File: src/hw/rtl/usv_pkg.sv
// Types and constants shared by the UTF-8 stream validator modules.
`default_nettype none

package usv_pkg;

  // Verdict codes given on the last byte of a string.
  typedef enum logic [2:0] {
    VERDICT_OK        = 3'd0,
    VERDICT_SHORT     = 3'd1,
    VERDICT_INVALID   = 3'd2,
    VERDICT_OVERLONG  = 3'd3,
    VERDICT_CODEPOINT = 3'd4
  } verdict_t;

  // What a byte means when it arrives where a lead byte is expected.
  typedef enum logic [2:0] {
    LEAD_ASCII,
    LEAD_STRAY_CONT,
    LEAD_TWO,
    LEAD_THREE,
    LEAD_FOUR,
    LEAD_TOO_HIGH
  } lead_kind_t;

  // Lead bytes whose first continuation byte needs an extra range check.
  typedef enum logic [1:0] {
    TAG_NONE,
    TAG_E0,
    TAG_ED,
    TAG_F0
  } lead_tag_t;

  // Byte boundaries used by the classifier.
  localparam logic [7:0] CONT_MASK    = 8'hC0;
  localparam logic [7:0] CONT_PATTERN = 8'h80;
  localparam logic [7:0] TWO_BASE     = 8'hC0;
  localparam logic [7:0] TWO_MIN_OK   = 8'hC2;
  localparam logic [7:0] THREE_BASE   = 8'hE0;
  localparam logic [7:0] FOUR_BASE    = 8'hF0;
  localparam logic [7:0] TOO_HIGH     = 8'hF8;
  localparam logic [7:0] SURR_LEAD    = 8'hED;
  localparam logic [7:0] CONT_A0      = 8'hA0;
  localparam logic [7:0] CONT_90      = 8'h90;

  // One classified byte, as it travels from the front to the back.
  typedef struct packed {
    logic       last;
    logic       is_cont;
    logic       below_90;
    logic       below_a0;
    lead_kind_t kind;
    logic       two_overlong;
    lead_tag_t  tag;
  } byte_class_t;

endpackage

`default_nettype wire

File: src/hw/rtl/utf8_stream_validator.sv
// Top level of the UTF-8 stream validator.
//
// Input channel: data_byte and end_of_string with byte_valid / byte_stall.
// A request is taken at a rising edge with byte_valid high and byte_stall
// low. Strings are sent back to back; end_of_string marks the last byte.
// Output channel: verdict with verdict_valid / verdict_stall. Exactly one
// verdict request is produced per string, on its last byte.
// Throughput is one byte per cycle while byte_stall is low. A byte lands in a
// two-entry queue at its accepting edge and is taken from the queue head by
// the sequence tracker, which registers the verdict when it pops a last byte.
// The queue lets bytes without an end mark keep flowing while a verdict
// waits. A last byte that meets a stalled verdict stays at the head of the
// queue; one more byte is taken behind it, and then byte_stall rises until
// the receiver takes the waiting verdict.
// Synchronous reset clears the queue, the tracker state and the output.
`default_nettype none

module utf8_stream_validator (
  input  wire logic       clk,
  input  wire logic       rst,
  input  wire logic [7:0] data_byte,
  input  wire logic       end_of_string,
  input  wire logic       byte_valid,
  output logic            byte_stall,
  output logic [2:0]      verdict,
  output logic            verdict_valid,
  input  wire logic       verdict_stall
);

  usv_pkg::byte_class_t front_item;
  usv_pkg::byte_class_t back_item;
  logic                 queue_full;
  logic                 queue_not_empty;
  logic                 back_pop;
  logic                 push;

  assign byte_stall = queue_full;
  assign push       = byte_valid && !queue_full;

  usv_front u_front (
    .data_byte     (data_byte),
    .end_of_string (end_of_string),
    .item          (front_item)
  );

  usv_queue u_queue (
    .clk       (clk),
    .rst       (rst),
    .push      (push),
    .push_item (front_item),
    .full      (queue_full),
    .pop       (back_pop),
    .pop_item  (back_item),
    .not_empty (queue_not_empty)
  );

  usv_back u_back (
    .clk           (clk),
    .rst           (rst),
    .item_valid    (queue_not_empty),
    .item          (back_item),
    .pop           (back_pop),
    .verdict       (verdict),
    .verdict_valid (verdict_valid),
    .verdict_stall (verdict_stall)
  );

endmodule

`default_nettype wire

File: src/hw/rtl/usv_front.sv
// Front end: classifies each incoming byte for the sequence tracker.
`default_nettype none

module usv_front (
  input  wire logic [7:0]         data_byte,
  input  wire logic               end_of_string,
  output usv_pkg::byte_class_t    item
);

  // Decode the byte both as a possible lead and as a possible continuation.
  always_comb begin
    item.last         = end_of_string;
    item.is_cont      = (data_byte & usv_pkg::CONT_MASK) == usv_pkg::CONT_PATTERN;
    item.below_90     = data_byte < usv_pkg::CONT_90;
    item.below_a0     = data_byte < usv_pkg::CONT_A0;
    item.two_overlong = data_byte < usv_pkg::TWO_MIN_OK;

    if (data_byte < usv_pkg::CONT_PATTERN) begin
      item.kind = usv_pkg::LEAD_ASCII;
    end else if (data_byte < usv_pkg::TWO_BASE) begin
      item.kind = usv_pkg::LEAD_STRAY_CONT;
    end else if (data_byte < usv_pkg::THREE_BASE) begin
      item.kind = usv_pkg::LEAD_TWO;
    end else if (data_byte < usv_pkg::FOUR_BASE) begin
      item.kind = usv_pkg::LEAD_THREE;
    end else if (data_byte < usv_pkg::TOO_HIGH) begin
      item.kind = usv_pkg::LEAD_FOUR;
    end else begin
      item.kind = usv_pkg::LEAD_TOO_HIGH;
    end

    if (data_byte == usv_pkg::THREE_BASE) begin
      item.tag = usv_pkg::TAG_E0;
    end else if (data_byte == usv_pkg::SURR_LEAD) begin
      item.tag = usv_pkg::TAG_ED;
    end else if (data_byte == usv_pkg::FOUR_BASE) begin
      item.tag = usv_pkg::TAG_F0;
    end else begin
      item.tag = usv_pkg::TAG_NONE;
    end
  end

endmodule

`default_nettype wire

File: src/hw/rtl/usv_queue.sv
// Two-entry queue of classified bytes between the front and the back.
`default_nettype none

module usv_queue (
  input  wire logic                 clk,
  input  wire logic                 rst,
  input  wire logic                 push,
  input  wire usv_pkg::byte_class_t push_item,
  output logic                      full,
  input  wire logic                 pop,
  output usv_pkg::byte_class_t      pop_item,
  output logic                      not_empty
);

  usv_pkg::byte_class_t slots [2];
  logic       wr_ptr;
  logic       rd_ptr;
  logic [1:0] count;

  assign full      = count == 2'd2;
  assign not_empty = count != 2'd0;
  assign pop_item  = slots[rd_ptr];

  // Storage is written without reset; only the pointers and the fill count are cleared.
  always_ff @(posedge clk) begin
    if (push) begin
      slots[wr_ptr] <= push_item;
    end
  end

  // Pointer and fill count bookkeeping.
  always_ff @(posedge clk) begin
    if (rst) begin
      wr_ptr <= 1'b0;
      rd_ptr <= 1'b0;
      count  <= 2'd0;
    end else begin
      if (push) begin
        wr_ptr <= ~wr_ptr;
      end
      if (pop) begin
        rd_ptr <= ~rd_ptr;
      end
      if (push && !pop) begin
        count <= count + 2'd1;
      end else if (pop && !push) begin
        count <= count - 2'd1;
      end
    end
  end

endmodule

`default_nettype wire

File: src/hw/rtl/usv_back.sv
// Back end: tracks open sequences, records the first error, emits the verdict.
`default_nettype none

module usv_back (
  input  wire logic                 clk,
  input  wire logic                 rst,
  input  wire logic                 item_valid,
  input  wire usv_pkg::byte_class_t item,
  output logic                      pop,
  output logic [2:0]                verdict,
  output logic                      verdict_valid,
  input  wire logic                 verdict_stall
);

  usv_pkg::verdict_t  first_error;
  usv_pkg::verdict_t  first_error_next;
  logic [1:0]         bytes_due;
  logic [1:0]         bytes_due_next;
  logic               first_cont;
  logic               first_cont_next;
  usv_pkg::lead_tag_t lead_tag;
  usv_pkg::lead_tag_t lead_tag_next;
  usv_pkg::verdict_t  seq_error;
  usv_pkg::verdict_t  seq_error_next;
  usv_pkg::verdict_t  result;
  logic               out_free;

  // The output register can take a new verdict when empty or being drained.
  assign out_free = !verdict_valid || !verdict_stall;
  assign pop      = item_valid && (!item.last || out_free);

  // Per-byte state update.
  always_comb begin
    first_error_next = first_error;
    bytes_due_next   = bytes_due;
    first_cont_next  = first_cont;
    lead_tag_next    = lead_tag;
    seq_error_next   = seq_error;

    if (bytes_due == 2'd0) begin
      case (item.kind)
        usv_pkg::LEAD_ASCII: begin
        end
        usv_pkg::LEAD_STRAY_CONT: begin
          if (first_error == usv_pkg::VERDICT_OK) begin
            first_error_next = usv_pkg::VERDICT_INVALID;
          end
        end
        usv_pkg::LEAD_TWO: begin
          bytes_due_next  = 2'd1;
          first_cont_next = 1'b1;
          lead_tag_next   = item.tag;
          seq_error_next  = item.two_overlong ? usv_pkg::VERDICT_OVERLONG
                                              : usv_pkg::VERDICT_OK;
        end
        usv_pkg::LEAD_THREE: begin
          bytes_due_next  = 2'd2;
          first_cont_next = 1'b1;
          lead_tag_next   = item.tag;
          seq_error_next  = usv_pkg::VERDICT_OK;
        end
        usv_pkg::LEAD_FOUR: begin
          bytes_due_next  = 2'd3;
          first_cont_next = 1'b1;
          lead_tag_next   = item.tag;
          seq_error_next  = usv_pkg::VERDICT_OK;
        end
        default: begin
          if (first_error == usv_pkg::VERDICT_OK) begin
            first_error_next = usv_pkg::VERDICT_CODEPOINT;
          end
        end
      endcase
    end else begin
      // Continuation byte: a bad one beats any range error of the sequence.
      if (!item.is_cont) begin
        seq_error_next = usv_pkg::VERDICT_INVALID;
      end else if (first_cont && seq_error == usv_pkg::VERDICT_OK) begin
        if (lead_tag == usv_pkg::TAG_E0 && item.below_a0) begin
          seq_error_next = usv_pkg::VERDICT_OVERLONG;
        end else if (lead_tag == usv_pkg::TAG_ED && !item.below_a0) begin
          seq_error_next = usv_pkg::VERDICT_CODEPOINT;
        end else if (lead_tag == usv_pkg::TAG_F0 && item.below_90) begin
          seq_error_next = usv_pkg::VERDICT_OVERLONG;
        end
      end
      first_cont_next = 1'b0;
      bytes_due_next  = bytes_due - 2'd1;
      // A finished sequence commits its pending error.
      if (bytes_due_next == 2'd0) begin
        if (first_error == usv_pkg::VERDICT_OK) begin
          first_error_next = seq_error_next;
        end
        seq_error_next = usv_pkg::VERDICT_OK;
      end
    end

    // Verdict for a string that ends on this byte.
    if (first_error_next != usv_pkg::VERDICT_OK) begin
      result = first_error_next;
    end else if (bytes_due_next != 2'd0) begin
      result = usv_pkg::VERDICT_SHORT;
    end else begin
      result = usv_pkg::VERDICT_OK;
    end
  end

  // State registers and the output register.
  always_ff @(posedge clk) begin
    if (rst) begin
      first_error   <= usv_pkg::VERDICT_OK;
      bytes_due     <= 2'd0;
      first_cont    <= 1'b0;
      lead_tag      <= usv_pkg::TAG_NONE;
      seq_error     <= usv_pkg::VERDICT_OK;
      verdict_valid <= 1'b0;
      verdict       <= usv_pkg::VERDICT_OK;
    end else begin
      if (pop) begin
        if (item.last) begin
          first_error <= usv_pkg::VERDICT_OK;
          bytes_due   <= 2'd0;
          first_cont  <= 1'b0;
          lead_tag    <= usv_pkg::TAG_NONE;
          seq_error   <= usv_pkg::VERDICT_OK;
        end else begin
          first_error <= first_error_next;
          bytes_due   <= bytes_due_next;
          first_cont  <= first_cont_next;
          lead_tag    <= lead_tag_next;
          seq_error   <= seq_error_next;
        end
      end
      if (pop && item.last) begin
        verdict_valid <= 1'b1;
        verdict       <= result;
      end else if (out_free) begin
        verdict_valid <= 1'b0;
      end
    end
  end

endmodule

`default_nettype wire

File: config.mk
export PLATFORM = sky130hd
export DESIGN_NAME = utf8_stream_validator
export DESIGN_NICKNAME = d
export VERILOG_FILES = /design/src/hw/rtl/usv_pkg.sv /design/src/hw/rtl/utf8_stream_validator.sv /design/src/hw/rtl/usv_front.sv /design/src/hw/rtl/usv_queue.sv /design/src/hw/rtl/usv_back.sv
export SDC_FILE = /design/constraint.sdc
export NUM_CORES = 1
export LEC_CHECK = 0
export BUFFER_PORTS_ARGS = -buffer_cell sky130_fd_sc_hd__buf_2
export CAP_MARGIN = 0
export CORE_AREA = 10 10 73 75
export DETAILED_ROUTE_END_ITERATION = 10
export DIE_AREA = 0 0 83 85
export GPL_TIMING_DRIVEN = 0
export PLACE_DENSITY = 0.71
export SETUP_SLACK_MARGIN = 0.4
export SYNTH_ARGS = -nofsm -noshare
export SYNTH_HDL_FRONTEND = slang
export SYNTH_SLANG_ARGS = --single-unit
export TNS_END_PERCENT = 20
File: constraint.sdc
create_clock -name clk -period 2.3 [get_ports clk]
set_input_delay 0.115 -clock clk [delete_from_list [all_inputs] [get_ports clk]]
set_output_delay 0.115 -clock clk [all_outputs]
set_load 0.01 [all_outputs]
==> After elaboration in Yosys (flattened, before gate mapping) <==
Memories as Yosys holds them, arrays and structs flattened. A register that Yosys moved wholly into a read port is not among the register bits.
Cells that the tools add are included.
{ "totals": {"regBits": 19, "ram_bits": 20, "in_bits": 13, "out_inout_bits": 5, "wordCells": 118, "n_memories": 1} }
{ "classes": {"addsub": 3, "magnitude_cmp": 8, "n_eq_ne": 14, "n_mux": 44, "bitwise": 2, "n_reduce_logical": 36} }
{ "mem_list": {"columns": ["name", "depth", "word_bits", "read_ports", "rd_clocked_by_memory_dff", "write_ports", "line_no", "text"], "rows": [
  ["u_queue.slots", 2, 10, 1, 1, 1, "usv_queue.sv:15", "usv_pkg::byte_class_t slots [2];"]
]} }
{ "op_table": {"columns": ["cell", "n"], "rows": [
  ["8-bit < comparator (second input constant)", 8],
  ["3-bit 2-to-1 mux", 19],
  ["8-bit == test (second input constant)", 3],
  ["2-bit 2-to-1 mux", 11],
  ["3-bit one-hot mux with 2 select lines", 2],
  ["2-bit nonzero test", 6],
  ["1-bit 2-to-1 mux", 11],
  ["1-bit logical AND", 9],
  ["3-bit logical NOT", 3],
  ["2-bit == test (second input constant)", 4],
  ["1-bit logical NOT", 7],
  ["3-bit by 2-bit == test with 1-bit output (second input constant)", 2],
  ["2-bit one-hot mux with 3 select lines", 1],
  ["2-bit logical NOT", 2],
  ["4-bit by 3-bit inequality test with 1-bit output (second input constant)", 1],
  ["2-bit AND reduction", 2],
  ["4-bit OR reduction", 1],
  ["2-bit by 1-bit subtractor with 2-bit output (second input constant)", 2],
  ["3-bit by 1-bit == test with 1-bit output (second input constant)", 1],
  ["3-bit == test (second input constant)", 1],
  ["3-bit by 2-bit inequality test with 1-bit output (second input constant)", 1],
  ["3-bit AND reduction", 1],
  ["3-bit nonzero test", 1],
  ["3-bit OR reduction", 1],
  ["other kinds (5)", 7]
]} }

==> Longest topological paths before layout <==
{ "depth": {"ltp_word": 12, "ltp_mapped": 8, "mapped_depth_nobuf": 7} }

==> Hierarchy <==
From an unflattened synthesis, not the netlist that was laid out.
{ "unflattened": {"hier_cells": 178, "hier_area_um2": 1940.6} }
{ "modules_own_cells": {"columns": ["module", "instances", "cells_each", "area_each_um2", "seq_area_each_um2"], "rows": [
  ["usv_queue", 1, 53, 928.4, 700.7],
  ["usv_back", 1, 106, 890.9, 300.3],
  ["usv_front", 1, 18, 107.6, 0.0],
  ["utf8_stream_validator", 1, 1, 13.8, 0.0]
]} }

==> Worst setup path before layout <==
OpenSTA, ideal clock, no wires.
{ "synth_timing": {"kind": "reg-to-reg", "from": "register (tool-made name)", "to": "register u_queue.count[1]", "setup_ps": 71, "t_arrival_ps": 1922, "required_time_ps": 2229, "setup_slack_ps": 307, "stages_incl_launch_ff": 8, "n_path_buf": 1, "synth_period_minus_slack_ps": 1993, "path_cell_list": "dfxtp_1 -> buf_6 -> mux2_2 -> o21ai_1 -> inv_1 -> ha_1 -> or3_1 -> a21oi_1"} }
{ "synth_lines": {"columns": ["item", "line_no", "text"], "rows": [
  ["end signal, assigned", "usv_queue.sv:45", "count <= count + 2'd1;"],
  ["end signal, assigned", "usv_queue.sv:47", "count <= count - 2'd1;"],
  ["end, declared", "usv_queue.sv:18", "logic [1:0] count;"]
]} }

==> flow_summary.json <==
{
  "status": "completed",
  "critPathArrivalTime_ns": 2.04,
  "finalHoldViolations": 0,
  "yosys.cell_types.count": 51,
  "fin_crit_sh_pct": 78.80,
  "p_leak_nw": 0.8549,
  "whs_path_depth": 1,
  "grt_max_degree": 13,
  "ys_seq_area_share_pct": 52.81,
  "setup_viol": 0,
  "first_iter_violations": 157,
  "fin_nets": 218,
  "crit_required_ns": 2.53,
  "drt_pre_antenna_iters": 4,
  "clk_latency_ns": 0.29,
  "cts.sinks": 40,
  "ir_worst_vdd_mv": 0.6625,
  "die_x_um": 83,
  "num_antenna_cells": 0,
  "die_area_sq_mm": 0.007055,
  "critPathCaptureType": "flop",
  "rr_endpoint": "u_queue.count[1]$_SDFFE_PP0P_",
  "mostFrequentLayoutCells": "21 x nor2_1, 20 x edfxtp_1, 19 x dfxtp_1",
  "hold_buffers": 0,
  "io_buffers": 17,
  "holdWs_ns": 0.01783,
  "max_stage_delay_ns": 0.33,
  "grt_pass1_wl_um": 6492,
  "gp_congestion": 0.8578,
  "path_delay_family": "flip-flops",
  "crit_path_top_delay_cell": "dfxtp_2",
  "worst_slew_pin_slew_ns": 0.5117,
  "via_count": 1476,
  "start_util_pct": 48.43,
  "syn-num-nets": 191,
  "slew_violations": 0,
  "htreeDepth": 2,
  "grt_antenna_before_repair": 0,
  "path_buf_inv": 2,
  "drc": 0,
  "post-route-min-period_ns": 1.812,
  "syn-cell-area_sq_mm": 0.001896,
  "synth_flop_cell": "edfxtp_1",
  "clock_skew_ns": 0.01174,
  "synth_area_per_cell_sq_um": 10.71,
  "hold_class": "primary input to flop",
  "grt_pass1_vias": 1469,
  "pwr_density_cell_mw_per_mm2": 1127,
  "reg2reg_slack_ns": 0.49,
  "syn_to_final_growth_pct": 19.27,
  "final.setup.tns_ns": 0,
  "final_cell_area_sq_mm": 0.002261,
  "die_h_um": 85,
  "hold_start": "end_of_string",
  "yosysWarnings": 0,
  "path_depth": 8,
  "ys_ff_latch": 40,
  "n_fill_cell": 334,
  "rsz0062_at_grt": "true",
  "postRouteAntennaNets": 0,
  "ys_async_sr_fraction_pct": 0,
  "crit_type": "flop to flop",
  "layout-drive-gt1-share_pct": 24.88,
  "root_buffer": "clkbuf_8",
  "drt-vias-per-instance": 5.788,
  "final_common_cell": "nor2_1",
  "path_max_fanout": 5,
  "max_freq_ghz": 0.5518,
  "cts_tree": "done",
  "fp-row-count": 23,
  "clk_pin_slew_ns": 0.08,
  "cp_cell_sequence": "buf_6 -> mux2_4 -> o21ai_4 -> inv_2 -> ha_4 -> xor2_1 -> or3_1 -> a21oi_1",
  "instances_no_fill": 255,
  "reg2reg_depth": 8,
  "synth_cells": 177,
  "grt_overflow": 0,
  "ioPinCount": 18,
  "grt_usage_pct": 10.70,
  "multi_input_area_sq_um": 897.1,
  "seqCellArea_sq_mm": 0.001002,
  "maxCapViolCount": 0,
  "placed_cell_area_sq_mm": 0.002054,
  "cts_buffers": 5,
  "core_sq_mm": 0.003914,
  "worstSetupStartpointType": "flop",
  "cts_max_path_buffers": 2,
  "synth_enable_flop_cells": 20,
  "place_inst": 244,
  "wl_per_cell_um": 15.19,
  "min_to": "u_queue.slots[1][9]$_DFFE_PP_",
  "finalWirelength_um": 3873,
  "slew-limit-headroom_pct": 65.85,
  "place_hpwl_um": 2891
}
## worst reg2reg max path, delay by kind of cell, from the launching register on
| kind | cells | cell delay, ns |
|---|---|---|
| flip-flops | 1 | 0.33 |
| multiplexers | 1 | 0.33 |
| AND/OR/NAND/NOR | 1 | 0.33 |
| AO/OA/AOI/OAI | 2 | 0.28 |
| buffers and inverters | 2 | 0.20 |
| adder cells (fa/ha/maj) | 1 | 0.15 |
| XOR/XNOR | 1 | 0.14 |
## worst max-delay path by stage
| stage | end |
|---|---|
| 2_1_floorplan | u_queue.count[1]$_SDFFE_PP0P_ |
| 3_3_place_gp | u_queue.count[1]$_SDFFE_PP0P_ |
| 3_5_place_dp | u_queue.count[1]$_SDFFE_PP0P_ |
| 4_1_cts | u_queue.count[1]$_SDFFE_PP0P_ |
| 5_1_grt | u_back.seq_error[1]$_SDFFE_PP0P_ |
| 6_report | u_queue.count[1]$_SDFFE_PP0P_ |
## synthesized netlist by cell type (all sizes together), types with 2 or more instances
cell / n / area share (%)
o31ai: 2 / 0.79
o211ai: 3 / 1.2
o2bb2ai: 3 / 1.4
a21boi: 2 / 0.79
and3: 2 / 0.66
clkbuf: 2 / 0.40
nor2b: 3 / 0.99
nor2: 22 / 4.4
buf: 2 / 1.2
inv: 12 / 2.4
nor3b: 2 / 0.79
dfxtp: 20 / 21
o22ai: 2 / 0.66
xor2: 3 / 1.4
or3: 2 / 0.66
o21ai: 13 / 3.4
a21oi: 6 / 1.6
nor3: 3 / 1.3
mux2i: 7 / 3.7
nand2b: 2 / 0.66
edfxtp: 20 / 32
a41oi: 2 / 0.92
a41o: 2 / 1.1
nand2: 8 / 1.6
or2: 2 / 0.66
mux2: 3 / 1.8
nand3: 4 / 1.1
o31a: 3 / 1.5
## where the power goes
group          switching, mW  internal (mW)
registers             0.0998          0.889
clock network          0.236          0.349
logic                  0.535          0.439
total                  0.871           1.68
## sequential cells by signal, summed over array words and instances (netlist names), named ones only
signal,cells
u_queue.slots,20
u_back.first_error,3
u_back.seq_error,3
u_back.verdict,3
u_back.bytes_due,2
u_back.lead_tag,2
u_queue.count,2
u_back.first_cont,1
u_back.verdict_valid,1
u_queue.rd_ptr,1
u_queue.wr_ptr,1
## per-stage QoR
step                power (mW)  util (%)  worst slack, ns
finish                   2.549     57.77           0.4877
global route             2.708     57.77           0.3679
CTS                      2.437     55.85           0.3899
detailed placement       1.823     52.49           0.2287
global placement         1.791     52.49           0.2550
floorplan                1.616         -           0.4011
## cell type report
class | instances | share of cell area [%]
well taps | 50 | 2.767
clock inverters | 2 | 1.494
flip-flops and latches | 40 | 44.33
plain buffers | 4 | 1.328
multi-input cells | 121 | 39.68
inverters | 12 | 1.992
clock buffers | 6 | 3.652
repair buffers | 20 | 4.759
## logic make-up after synthesis
logic type / count (synthesis) / synth area share, %
mux: 11 / 6.667
compound gates: 49 / 18.55
simple gates: 56 / 15.51
fa+ha+maj: 1 / 0.6600
buf+inv: 16 / 3.960
xor+xnor: 4 / 1.849
flops: 40 / 52.81
## metal layers
layer,up-vias,global-route usage (%),wire (um)
met1,696,12.15,1577
met3,5,3.059,297
li1,720,-,-
met2,55,18.26,1953
met5,-,0,0
met4,0,4.799,45
## repair_timing
action	in CTS	in global routing
setup endpoints to repair	3	18
pin swaps	1	0
gates resized for setup	2	11
buffers inserted	1	2
No activity file was read; power rests on OpenSTA's default activity.
